--- src/design/sync_crc16_frame_receiver_macros.svh ---
// assertion macros shared by the frame receiver modules
// each macro expects clk and rst_n in the scope where it is used
`ifndef SYNC_CRC16_FRAME_RECEIVER_MACROS_SVH
`define SYNC_CRC16_FRAME_RECEIVER_MACROS_SVH

// same-cycle implication, disabled during reset
`define SRX_ASSERT_NOW(label, ante, cons) \
    label: assert property (@(posedge clk) disable iff (!rst_n) (ante) |-> (cons)) \
        else $error("frame receiver check failed");

// next-cycle implication, disabled during reset
`define SRX_ASSERT_NEXT(label, ante, cons) \
    label: assert property (@(posedge clk) disable iff (!rst_n) (ante) |=> (cons)) \
        else $error("frame receiver check failed");

`endif

--- src/design/srx_pkg.sv ---
// types, constants and the byte-wide crc update for the frame receiver
// no dependencies
package srx_pkg;

    localparam logic [15:0] CRC_INIT    = 16'hFFFF;
    localparam logic [15:0] CRC_POLY    = 16'h1021;
    localparam logic [3:0]  PAYLOAD_LEN = 4'd13;
    localparam logic [3:0]  LAST_IDX    = 4'd14;

    localparam logic [7:0] FIRST_SYNC_RESET  = 8'hAA;
    localparam logic [7:0] SECOND_SYNC_RESET = 8'h55;

    localparam int CFG_IDX_W = 1;
    localparam logic [CFG_IDX_W-1:0] CFG_FIRST_SYNC  = 1'b0;
    localparam logic [CFG_IDX_W-1:0] CFG_SECOND_SYNC = 1'b1;

    localparam int ITEM_QUEUE_DEPTH   = 4;
    localparam int RESULT_QUEUE_DEPTH = 2;

    typedef enum logic [1:0] {
        PHASE_HUNT    = 2'd0,
        PHASE_SYNC2   = 2'd1,
        PHASE_COLLECT = 2'd2
    } srx_phase_t;

    typedef enum logic [1:0] {
        KIND_PAYLOAD = 2'd0,
        KIND_CRC_LO  = 2'd1,
        KIND_CRC_HI  = 2'd2
    } srx_kind_t;

    // one classified frame byte from front to back
    typedef struct packed {
        srx_kind_t   kind;
        logic [3:0]  idx;
        logic [7:0]  data;
    } srx_item_t;

    typedef struct packed {
        logic        crc_ok;
        logic [7:0]  frame_id;
        logic [31:0] forward_step_bits;
        logic [31:0] yaw_step_bits;
        logic [31:0] depth_target_bits;
    } srx_result_t;

    // crc-16/ccitt-false, one byte msb first
    function automatic logic [15:0] crc16_byte(input logic [15:0] crc, input logic [7:0] b);
        logic [15:0] c;
        c = crc ^ {b, 8'h00};
        for (int k = 0; k < 8; k++)
        begin
            if (c[15])
                c = (c << 1) ^ CRC_POLY;
            else
                c = c << 1;
        end
        return c;
    endfunction

endpackage

--- src/design/srx_fifo.sv ---
// small register queue used between front and back and for results
// depends on sync_crc16_frame_receiver_macros.svh
`include "sync_crc16_frame_receiver_macros.svh"

module srx_fifo #(
    parameter int WIDTH = 8,
    parameter int DEPTH = 2
) (
    input  logic             clk,
    input  logic             rst_n,
    input  logic             push,
    input  logic [WIDTH-1:0] din,
    output logic             full,
    input  logic             pop,
    output logic [WIDTH-1:0] dout,
    output logic             empty
);

    localparam int PTR_W = (DEPTH > 1) ? $clog2(DEPTH) : 1;
    localparam int CNT_W = $clog2(DEPTH + 1);

    logic [WIDTH-1:0] mem_reg [DEPTH];
    logic [PTR_W-1:0] wr_ptr_reg, wr_ptr_next;
    logic [PTR_W-1:0] rd_ptr_reg, rd_ptr_next;
    logic [CNT_W-1:0] count_reg, count_next;
    logic             do_push, do_pop;

    assign full    = (count_reg == CNT_W'(DEPTH));
    assign empty   = (count_reg == '0);
    assign do_push = push && !full;
    assign do_pop  = pop && !empty;
    assign dout    = mem_reg[rd_ptr_reg];

    always_comb
    begin
        wr_ptr_next = wr_ptr_reg;
        rd_ptr_next = rd_ptr_reg;
        count_next  = count_reg;
        if (do_push)
            wr_ptr_next = (wr_ptr_reg == PTR_W'(DEPTH - 1)) ? '0 : wr_ptr_reg + 1'b1;
        if (do_pop)
            rd_ptr_next = (rd_ptr_reg == PTR_W'(DEPTH - 1)) ? '0 : rd_ptr_reg + 1'b1;
        if (do_push && !do_pop)
            count_next = count_reg + 1'b1;
        else if (do_pop && !do_push)
            count_next = count_reg - 1'b1;
    end

    always_ff @(posedge clk or negedge rst_n)
    begin
        if (!rst_n)
        begin
            wr_ptr_reg <= '0;
            rd_ptr_reg <= '0;
            count_reg  <= '0;
        end
        else
        begin
            wr_ptr_reg <= wr_ptr_next;
            rd_ptr_reg <= rd_ptr_next;
            count_reg  <= count_next;
        end
    end

    always_ff @(posedge clk)
    begin
        if (do_push)
            mem_reg[wr_ptr_reg] <= din;
    end

    `SRX_ASSERT_NOW(a_count_bound, 1'b1, count_reg <= CNT_W'(DEPTH))

endmodule

--- src/design/srx_front.sv ---
// front end: sync hunt, byte counting and classification of frame bytes
// depends on srx_pkg
module srx_front (
    input  logic                          clk,
    input  logic                          rst_n,
    input  logic                          cfg_we,
    input  logic [srx_pkg::CFG_IDX_W-1:0] cfg_index,
    input  logic [7:0]                    cfg_data,
    input  logic                          push,
    input  logic [7:0]                    rx_byte,
    output logic                          full,
    output logic                          q_push,
    output srx_pkg::srx_item_t            q_item,
    input  logic                          q_full
);

    srx_pkg::srx_phase_t phase_reg, phase_next;
    logic [3:0]          count_reg, count_next;
    logic [7:0]          first_sync_reg, second_sync_reg;
    logic                accept;

    assign full   = q_full;
    assign accept = push && !q_full;

    always_ff @(posedge clk or negedge rst_n)
    begin
        if (!rst_n)
        begin
            first_sync_reg  <= srx_pkg::FIRST_SYNC_RESET;
            second_sync_reg <= srx_pkg::SECOND_SYNC_RESET;
        end
        else if (cfg_we)
        begin
            case (cfg_index)
                srx_pkg::CFG_FIRST_SYNC:  first_sync_reg  <= cfg_data;
                srx_pkg::CFG_SECOND_SYNC: second_sync_reg <= cfg_data;
                default: ;
            endcase
        end
    end

    always_ff @(posedge clk or negedge rst_n)
    begin
        if (!rst_n)
        begin
            phase_reg <= srx_pkg::PHASE_HUNT;
            count_reg <= '0;
        end
        else
        begin
            phase_reg <= phase_next;
            count_reg <= count_next;
        end
    end

    always_comb
    begin
        phase_next  = phase_reg;
        count_next  = count_reg;
        q_push      = 1'b0;
        q_item.data = rx_byte;
        q_item.idx  = count_reg;
        if (count_reg < srx_pkg::PAYLOAD_LEN)
            q_item.kind = srx_pkg::KIND_PAYLOAD;
        else if (count_reg == srx_pkg::LAST_IDX)
            q_item.kind = srx_pkg::KIND_CRC_HI;
        else
            q_item.kind = srx_pkg::KIND_CRC_LO;

        if (accept)
        begin
            case (phase_reg)
                srx_pkg::PHASE_HUNT:
                begin
                    if (rx_byte == first_sync_reg)
                        phase_next = srx_pkg::PHASE_SYNC2;
                end
                srx_pkg::PHASE_SYNC2:
                begin
                    // a failed second sync is not looked at again as a first sync
                    if (rx_byte == second_sync_reg)
                    begin
                        phase_next = srx_pkg::PHASE_COLLECT;
                        count_next = '0;
                    end
                    else
                        phase_next = srx_pkg::PHASE_HUNT;
                end
                srx_pkg::PHASE_COLLECT:
                begin
                    q_push = 1'b1;
                    if (count_reg == srx_pkg::LAST_IDX)
                    begin
                        phase_next = srx_pkg::PHASE_HUNT;
                        count_next = '0;
                    end
                    else
                        count_next = count_reg + 1'b1;
                end
                default:
                begin
                    phase_next = srx_pkg::PHASE_HUNT;
                    count_next = '0;
                end
            endcase
        end
    end

endmodule

--- src/design/srx_back.sv ---
// back end: crc update, frame byte store, crc check and field latching
// depends on srx_pkg and sync_crc16_frame_receiver_macros.svh
`include "sync_crc16_frame_receiver_macros.svh"

module srx_back (
    input  logic                 clk,
    input  logic                 rst_n,
    input  logic                 q_empty,
    input  srx_pkg::srx_item_t   q_item,
    output logic                 q_pop,
    output logic                 res_push,
    output srx_pkg::srx_result_t res,
    input  logic                 res_full
);

    logic [15:0] crc_reg, crc_next;
    logic [7:0]  pend_reg [14];
    logic [7:0]  held_id_reg, held_id_next;
    logic [31:0] held_fwd_reg, held_fwd_next;
    logic [31:0] held_yaw_reg, held_yaw_next;
    logic [31:0] held_depth_reg, held_depth_next;
    logic        is_last, crc_match;
    logic [15:0] crc_base;

    assign is_last   = (q_item.kind == srx_pkg::KIND_CRC_HI);
    // the last byte waits only while the result queue is full
    assign q_pop     = !q_empty && (!is_last || !res_full);
    assign res_push  = q_pop && is_last;
    assign crc_match = ({q_item.data, pend_reg[13]} == crc_reg);
    assign crc_base  = (q_item.idx == '0) ? srx_pkg::CRC_INIT : crc_reg;

    always_comb
    begin
        crc_next        = crc_reg;
        held_id_next    = held_id_reg;
        held_fwd_next   = held_fwd_reg;
        held_yaw_next   = held_yaw_reg;
        held_depth_next = held_depth_reg;
        if (q_pop && q_item.kind == srx_pkg::KIND_PAYLOAD)
            crc_next = srx_pkg::crc16_byte(crc_base, q_item.data);
        if (res_push && crc_match)
        begin
            held_id_next    = pend_reg[0];
            held_fwd_next   = {pend_reg[4], pend_reg[3], pend_reg[2], pend_reg[1]};
            held_yaw_next   = {pend_reg[8], pend_reg[7], pend_reg[6], pend_reg[5]};
            held_depth_next = {pend_reg[12], pend_reg[11], pend_reg[10], pend_reg[9]};
        end
        res.crc_ok            = crc_match;
        res.frame_id          = held_id_next;
        res.forward_step_bits = held_fwd_next;
        res.yaw_step_bits     = held_yaw_next;
        res.depth_target_bits = held_depth_next;
    end

    always_ff @(posedge clk or negedge rst_n)
    begin
        if (!rst_n)
        begin
            crc_reg        <= srx_pkg::CRC_INIT;
            held_id_reg    <= '0;
            held_fwd_reg   <= '0;
            held_yaw_reg   <= '0;
            held_depth_reg <= '0;
        end
        else
        begin
            crc_reg        <= crc_next;
            held_id_reg    <= held_id_next;
            held_fwd_reg   <= held_fwd_next;
            held_yaw_reg   <= held_yaw_next;
            held_depth_reg <= held_depth_next;
        end
    end

    always_ff @(posedge clk)
    begin
        if (q_pop && !is_last)
            pend_reg[q_item.idx] <= q_item.data;
    end

    `SRX_ASSERT_NOW(a_push_on_last, res_push, q_item.idx == srx_pkg::LAST_IDX)
    `SRX_ASSERT_NOW(a_no_push_when_full, res_full, !res_push)
    `SRX_ASSERT_NEXT(a_bad_crc_holds, res_push && !crc_match,
                     $stable(held_id_reg) && $stable(held_fwd_reg))

endmodule

--- src/design/sync_crc16_frame_receiver.sv ---
// Sync-word framed byte receiver with CRC-16/CCITT-FALSE check. One byte is
// accepted per clock while full is low: the front end hunts for the two sync
// bytes and tags each following frame byte, a short queue hands the tagged
// bytes to the back end, which folds one byte a cycle into the crc and stores
// the frame. On the fifteenth frame byte one result is pushed into the result
// queue at the same edge that takes the byte from the internal queue, so each
// result passes the internal queue and then the result queue on its way to
// the result ports; results show the latched fields of the last good frame.
// full rises only when the internal queue backs up, which happens when the
// result queue is full and pop stays low. Sync bytes are written over the cfg
// port only while idle, a rule for the user that the block does not enforce.
// depends on srx_pkg, srx_fifo, srx_front and srx_back
module sync_crc16_frame_receiver #(
    parameter int ITEM_DEPTH   = srx_pkg::ITEM_QUEUE_DEPTH,
    parameter int RESULT_DEPTH = srx_pkg::RESULT_QUEUE_DEPTH
) (
    input  logic                          clk,
    input  logic                          rst_n,
    input  logic                          cfg_we,
    input  logic [srx_pkg::CFG_IDX_W-1:0] cfg_index,
    input  logic [7:0]                    cfg_data,
    input  logic                          push,
    input  logic [7:0]                    rx_byte,
    output logic                          full,
    input  logic                          pop,
    output logic                          empty,
    output logic                          crc_ok,
    output logic [7:0]                    frame_id,
    output logic [31:0]                   forward_step_bits,
    output logic [31:0]                   yaw_step_bits,
    output logic [31:0]                   depth_target_bits
);

    srx_pkg::srx_item_t   front_item, back_item;
    srx_pkg::srx_result_t back_res, out_res;
    logic                 q_push, q_full, q_pop, q_empty;
    logic                 res_push, res_full;

    srx_front u_front (
        .clk       (clk),
        .rst_n     (rst_n),
        .cfg_we    (cfg_we),
        .cfg_index (cfg_index),
        .cfg_data  (cfg_data),
        .push      (push),
        .rx_byte   (rx_byte),
        .full      (full),
        .q_push    (q_push),
        .q_item    (front_item),
        .q_full    (q_full)
    );

    srx_fifo #(
        .WIDTH ($bits(srx_pkg::srx_item_t)),
        .DEPTH (ITEM_DEPTH)
    ) u_item_q (
        .clk   (clk),
        .rst_n (rst_n),
        .push  (q_push),
        .din   (front_item),
        .full  (q_full),
        .pop   (q_pop),
        .dout  (back_item),
        .empty (q_empty)
    );

    srx_back u_back (
        .clk      (clk),
        .rst_n    (rst_n),
        .q_empty  (q_empty),
        .q_item   (back_item),
        .q_pop    (q_pop),
        .res_push (res_push),
        .res      (back_res),
        .res_full (res_full)
    );

    srx_fifo #(
        .WIDTH ($bits(srx_pkg::srx_result_t)),
        .DEPTH (RESULT_DEPTH)
    ) u_result_q (
        .clk   (clk),
        .rst_n (rst_n),
        .push  (res_push),
        .din   (back_res),
        .full  (res_full),
        .pop   (pop),
        .dout  (out_res),
        .empty (empty)
    );

    assign crc_ok            = out_res.crc_ok;
    assign frame_id          = out_res.frame_id;
    assign forward_step_bits = out_res.forward_step_bits;
    assign yaw_step_bits     = out_res.yaw_step_bits;
    assign depth_target_bits = out_res.depth_target_bits;

endmodule
--- config.mk ---
export PLATFORM = sky130hd
export DESIGN_NAME = sync_crc16_frame_receiver
export DESIGN_NICKNAME = d
export VERILOG_FILES = /design/src/design/srx_pkg.sv /design/src/design/srx_fifo.sv /design/src/design/srx_front.sv /design/src/design/srx_back.sv /design/src/design/sync_crc16_frame_receiver.sv
export VERILOG_INCLUDE_DIRS = /design/src /design/src/design
export SDC_FILE = /design/constraint.sdc
export NUM_CORES = 1
export LEC_CHECK = 0
export ABC_AREA = 1
export CAP_MARGIN = 10
export CORE_UTILIZATION = 60
export DETAILED_ROUTE_END_ITERATION = 12
export DONT_BUFFER_PORTS = 1
export GPL_ROUTABILITY_DRIVEN = 0
export PLACE_DENSITY = 0.76
export SLEW_MARGIN = 20
export SYNTH_ARGS = -nofsm -noshare
export SYNTH_HDL_FRONTEND = slang
export SYNTH_HIERARCHICAL = 1
export SYNTH_SLANG_ARGS = --single-unit
--- constraint.sdc ---
create_clock -name clk -period 11.6 [get_ports clk]
set_input_delay 0.58 -clock clk [delete_from_list [all_inputs] [get_ports clk]]
set_output_delay 0.58 -clock clk [all_outputs]
set_load 0.05 [all_outputs]
==> results by group <==
Outcome
  • Status: finished with violations
  • Failing checks: negative hold slack

Route
  • Total Wirelength: between 40000 and 50000 um
  • # DRC: 0
  • DR vias: 12730
  • DR iter-0 viols: about 1200
  • Vias per cell: roughly 5.6
  • WL/cell: 18.65 um
  • Post-DRT Antenna Nets: 0
  • Drt pass-1 iters: 6

Worst setup path
  • Critical path class: flop to flop
  • Slowest cell on crit path: nand2_1
  • Worst Path Max Fanout: between 70 and 80
  • Startpoint type of the worst setup path: flop
  • CP top delay family: buffers and inverters
  • Crit-path cells: buf_4, o211ai_1, nand2_1, nand2_1, a21oi_1, nand2_1, nor2_4, buf_4, buf_12, nand3_4, buf_4, nand2_1, nand2_1
  • Critical path launch point: u_item_q/rd_ptr_reg[0]$_DFFE_PN0P_
  • Worst setup EP type: flop
  • WP buf/inv: 4
  • Crit path largest cell delay: between 0.7 and 0.8 ns
  • Worst reg2reg path startpoint: u_item_q/rd_ptr_reg[0]$_DFFE_PN0P_
  • CP dominant cell by count: nand2_1
  • Worst reg-to-reg setup slack: between 6 and 7 ns
  • Critical Path RT: roughly 12 ns
  • Critical path data arrival time: 4.96 ns

Place
  • Post-DP HPWL: 24360 um
  • Placed cell area: between 20000 and 25000 um2
  • # port buffers: 0
  • Placed insts: 2183

Global routing
  • Number of antenna violations at the first check in global routing: 0
  • Grt ovf: 0
  • Global-route wire length before repair: about 68000 um
  • Pin count of the biggest net entering global routing: ~150
  • Vias in the first global route: about 13000
  • Gr usage total: between 20% and 30%

Layout
  • Fin cells: roughly 2300
  • Antenna Cells: 0
  • Final Net Count: 1813
  • Synth-to-Final Area Change: 8.189%
  • Max reg flops: 210
  • Design area: around 23000 um2
  • Share of layout cells above drive strength 1: around 8.6%

Die
  • Die Y-Extent: 189.3 um
  • Core area: between 30000 and 40000 um2
  • I/O pin count: ~130
  • DIE AREA: 35820 um2
  • Die X: roughly 190 um
  • Initial core utilization: around 61%
  • Cell Rows: 68

Timing
  • # setup viols final: 0
  • Rel. slew slack: approximately a quarter
  • Hold_ws: -0.004065 ns
  • Worst slew pin tran: around 1.1 ns
  • RSZ-0062 raised after global routing: no
  • Final Hold Vio Count: 1
  • Skew final: a little under 0.02 ns
  • Max-slew violation count: 0
  • Tmin final: ~4.7 ns
  • Final period util: 40.16%
  • F_max: between 200 and 250 MHz
  • Setup Total Neg Slack: 0 ns

Clock tree
  • Hold-fix buffers at CTS: 1
  • Post_cts resized: 0
  • CTS max path bufs: 3
  • Clock Pin Slew Worst Setup and Hold Paths: 0.06 ns
  • CTS tree: yes
  • Worst-Skew Late Latency: between 0.5 and 0.6 ns
  • CTS root buffer: clkbuf_16
  • Post-CTS Setup Bufs: 0
  • Total CTS buffers: 51
  • # clock sinks: around 530
  • CTS H-Tree Depth: 2

Synth
  • Post-Syn Nets: between 1500 and 2000
  • Ys Warns: 6
  • Gate count after technology mapping: ~1800
  • Yosys reg bits: ~530
  • Mapped Area: between 20000 and 25000 um2
  • Avg Inst Size Synth: 11.66 um2
  • Distinct cells, synth: 38
  • Sequential-to-total area share from yosys stat: slightly above 70%

Power
  • Logic pwr share: roughly 1.5%
  • Maximum vdd drop: 0.1241 mV
  • P_sw: 710.1 uW
  • P_int: between 2 and 3 mW
  • PD cells: between 150 and 200 nW/um2
  • Power share of the sequential group: between 50% and 60%
  • Leak: between 10 and 15 nW
  • Clk network pwr share: about two fifths
  • Sw frac: between 10% and 20%

Hold path
  • Min-Delay Path Class: primary input to async pin

Flow run
  • Maxcap violations: 0
power groups by stage:
stage / sequential (mW) / clock, mW / combinational, mW
2_1_floorplan: 2.07 / 0 / 0.0387
3_3_place_gp: 2.07 / 0 / 0.0412
3_5_place_dp: 2.08 / 0 / 0.0427
4_1_cts: 2.04 / 1.51 / 0.0556
5_1_grt: 2.04 / 1.59 / 0.0642
6_report: 2.04 / 1.49 / 0.0550
Yosys cell counts, drive strengths merged:
| cell | n | share of area [%] |
|---|---|---|
| fa | 1 | 0.095 |
| nand3 | 42 | 1.0 |
| o211ai | 29 | 1.4 |
| and2 | 2 | 0.059 |
| inv | 112 | 2.0 |
| o21a | 4 | 0.14 |
| o21ai | 30 | 0.77 |
| ha | 7 | 0.42 |
| or2 | 1 | 0.030 |
| nor3b | 1 | 0.036 |
| xnor2 | 14 | 0.58 |
| dfrtp | 129 | 15 |
| nor2 | 54 | 1.1 |
| nor3 | 4 | 0.15 |
| nand3b | 1 | 0.036 |
| clkbuf | 23 | 0.41 |
| nand4 | 110 | 3.3 |
| xor2 | 7 | 0.29 |
| a21oi | 3 | 0.071 |
| nand2 | 758 | 14 |
| edfxtp | 378 | 54 |
| o22ai | 1 | 0.030 |
| dfstp | 24 | 3.0 |
| buf | 69 | 2.2 |
per-stage QoR:
step           setup WS (ns)  util [%]  power, mW
6_report               6.941     65.89      3.582
5_1_grt                6.572     65.89      3.689
4_1_cts                6.647     65.83      3.607
3_5_place_dp           6.684     61.45      2.118
3_3_place_gp           6.831     61.44      2.116
2_1_floorplan          4.764         -      2.112
cell families (layout without fill, tap and decap cells):
| group | after synthesis | count (layout) | synth area share (%) |
|---|---|---|---|
| adder cells (fa/ha/maj) | 8 | 8 | 0.5114 |
| buffers and inverters | 204 | 224 | 4.603 |
| AO/OA/AOI/OAI | 67 | 67 | 2.379 |
| AND/OR/NAND/NOR | 973 | 973 | 19.34 |
| flip-flops | 531 | 531 | 72.29 |
| XOR/XNOR | 21 | 21 | 0.8742 |
final timing paths:
| kind | cells past startpoint | endpoint |
|---|---|---|
| setup / recovery | 13 | u_result_q/mem_reg[1][81]$_DFFE_PP_ |
| hold / removal | 1 | u_back/held_depth_reg[4]$_DFF_PN0_ |
| setup reg to reg | 13 | u_result_q/mem_reg[1][81]$_DFFE_PP_ |
| hold reg to reg | 2 | u_back/held_fwd_reg[22]$_DFF_PN0_ |
| max in group asynchronous | 1 | u_result_q/rd_ptr_reg$_DFFE_PN0P_ |
| min in group clk | 0 | u_item_q/mem_reg[2][5]$_DFFE_PP_ |
cells in the final DEF, fill, tap and decap left out, types with 15 or more instances in the layout:
master | synthesis | routed
nand2_1 | 747 | 747
o21ai_0 | 29 | 29
o211ai_1 | 15 | 15
inv_1 | 102 | 101
nand4_1 | 110 | 110
nand3_1 | 41 | 41
dfstp_2 | 24 | 24
nor2_1 | 48 | 47
clkbuf_16 | 0 | 51
clkbuf_1 | 23 | 25
edfxtp_1 | 378 | 378
dfrtp_1 | 129 | 127
routing by layer:
metal | GRT usage (%) | vias up | part of all wire (%)
met5 | 0 | - | 0
li1 | - | 6006 | -
met2 | 41.73 | 413 | 51
met1 | 32.61 | 6228 | 41
met4 | 7.258 | 0 | 2.2
met3 | 4.467 | 81 | 6.1
final cells by class:
class                           instances  area, um2
Sequential cell                       531      15210
Fill cell                            2504      11780
Multi-Input combinational cell       1069       4891
Clock buffer                           77       1384
Tap cell                              455      569.3
Inverter                              112      427.9
Timing Repair Buffer                   18      175.2
Clock inverter                         17      100.1
(Power assumes the default switching activity.)
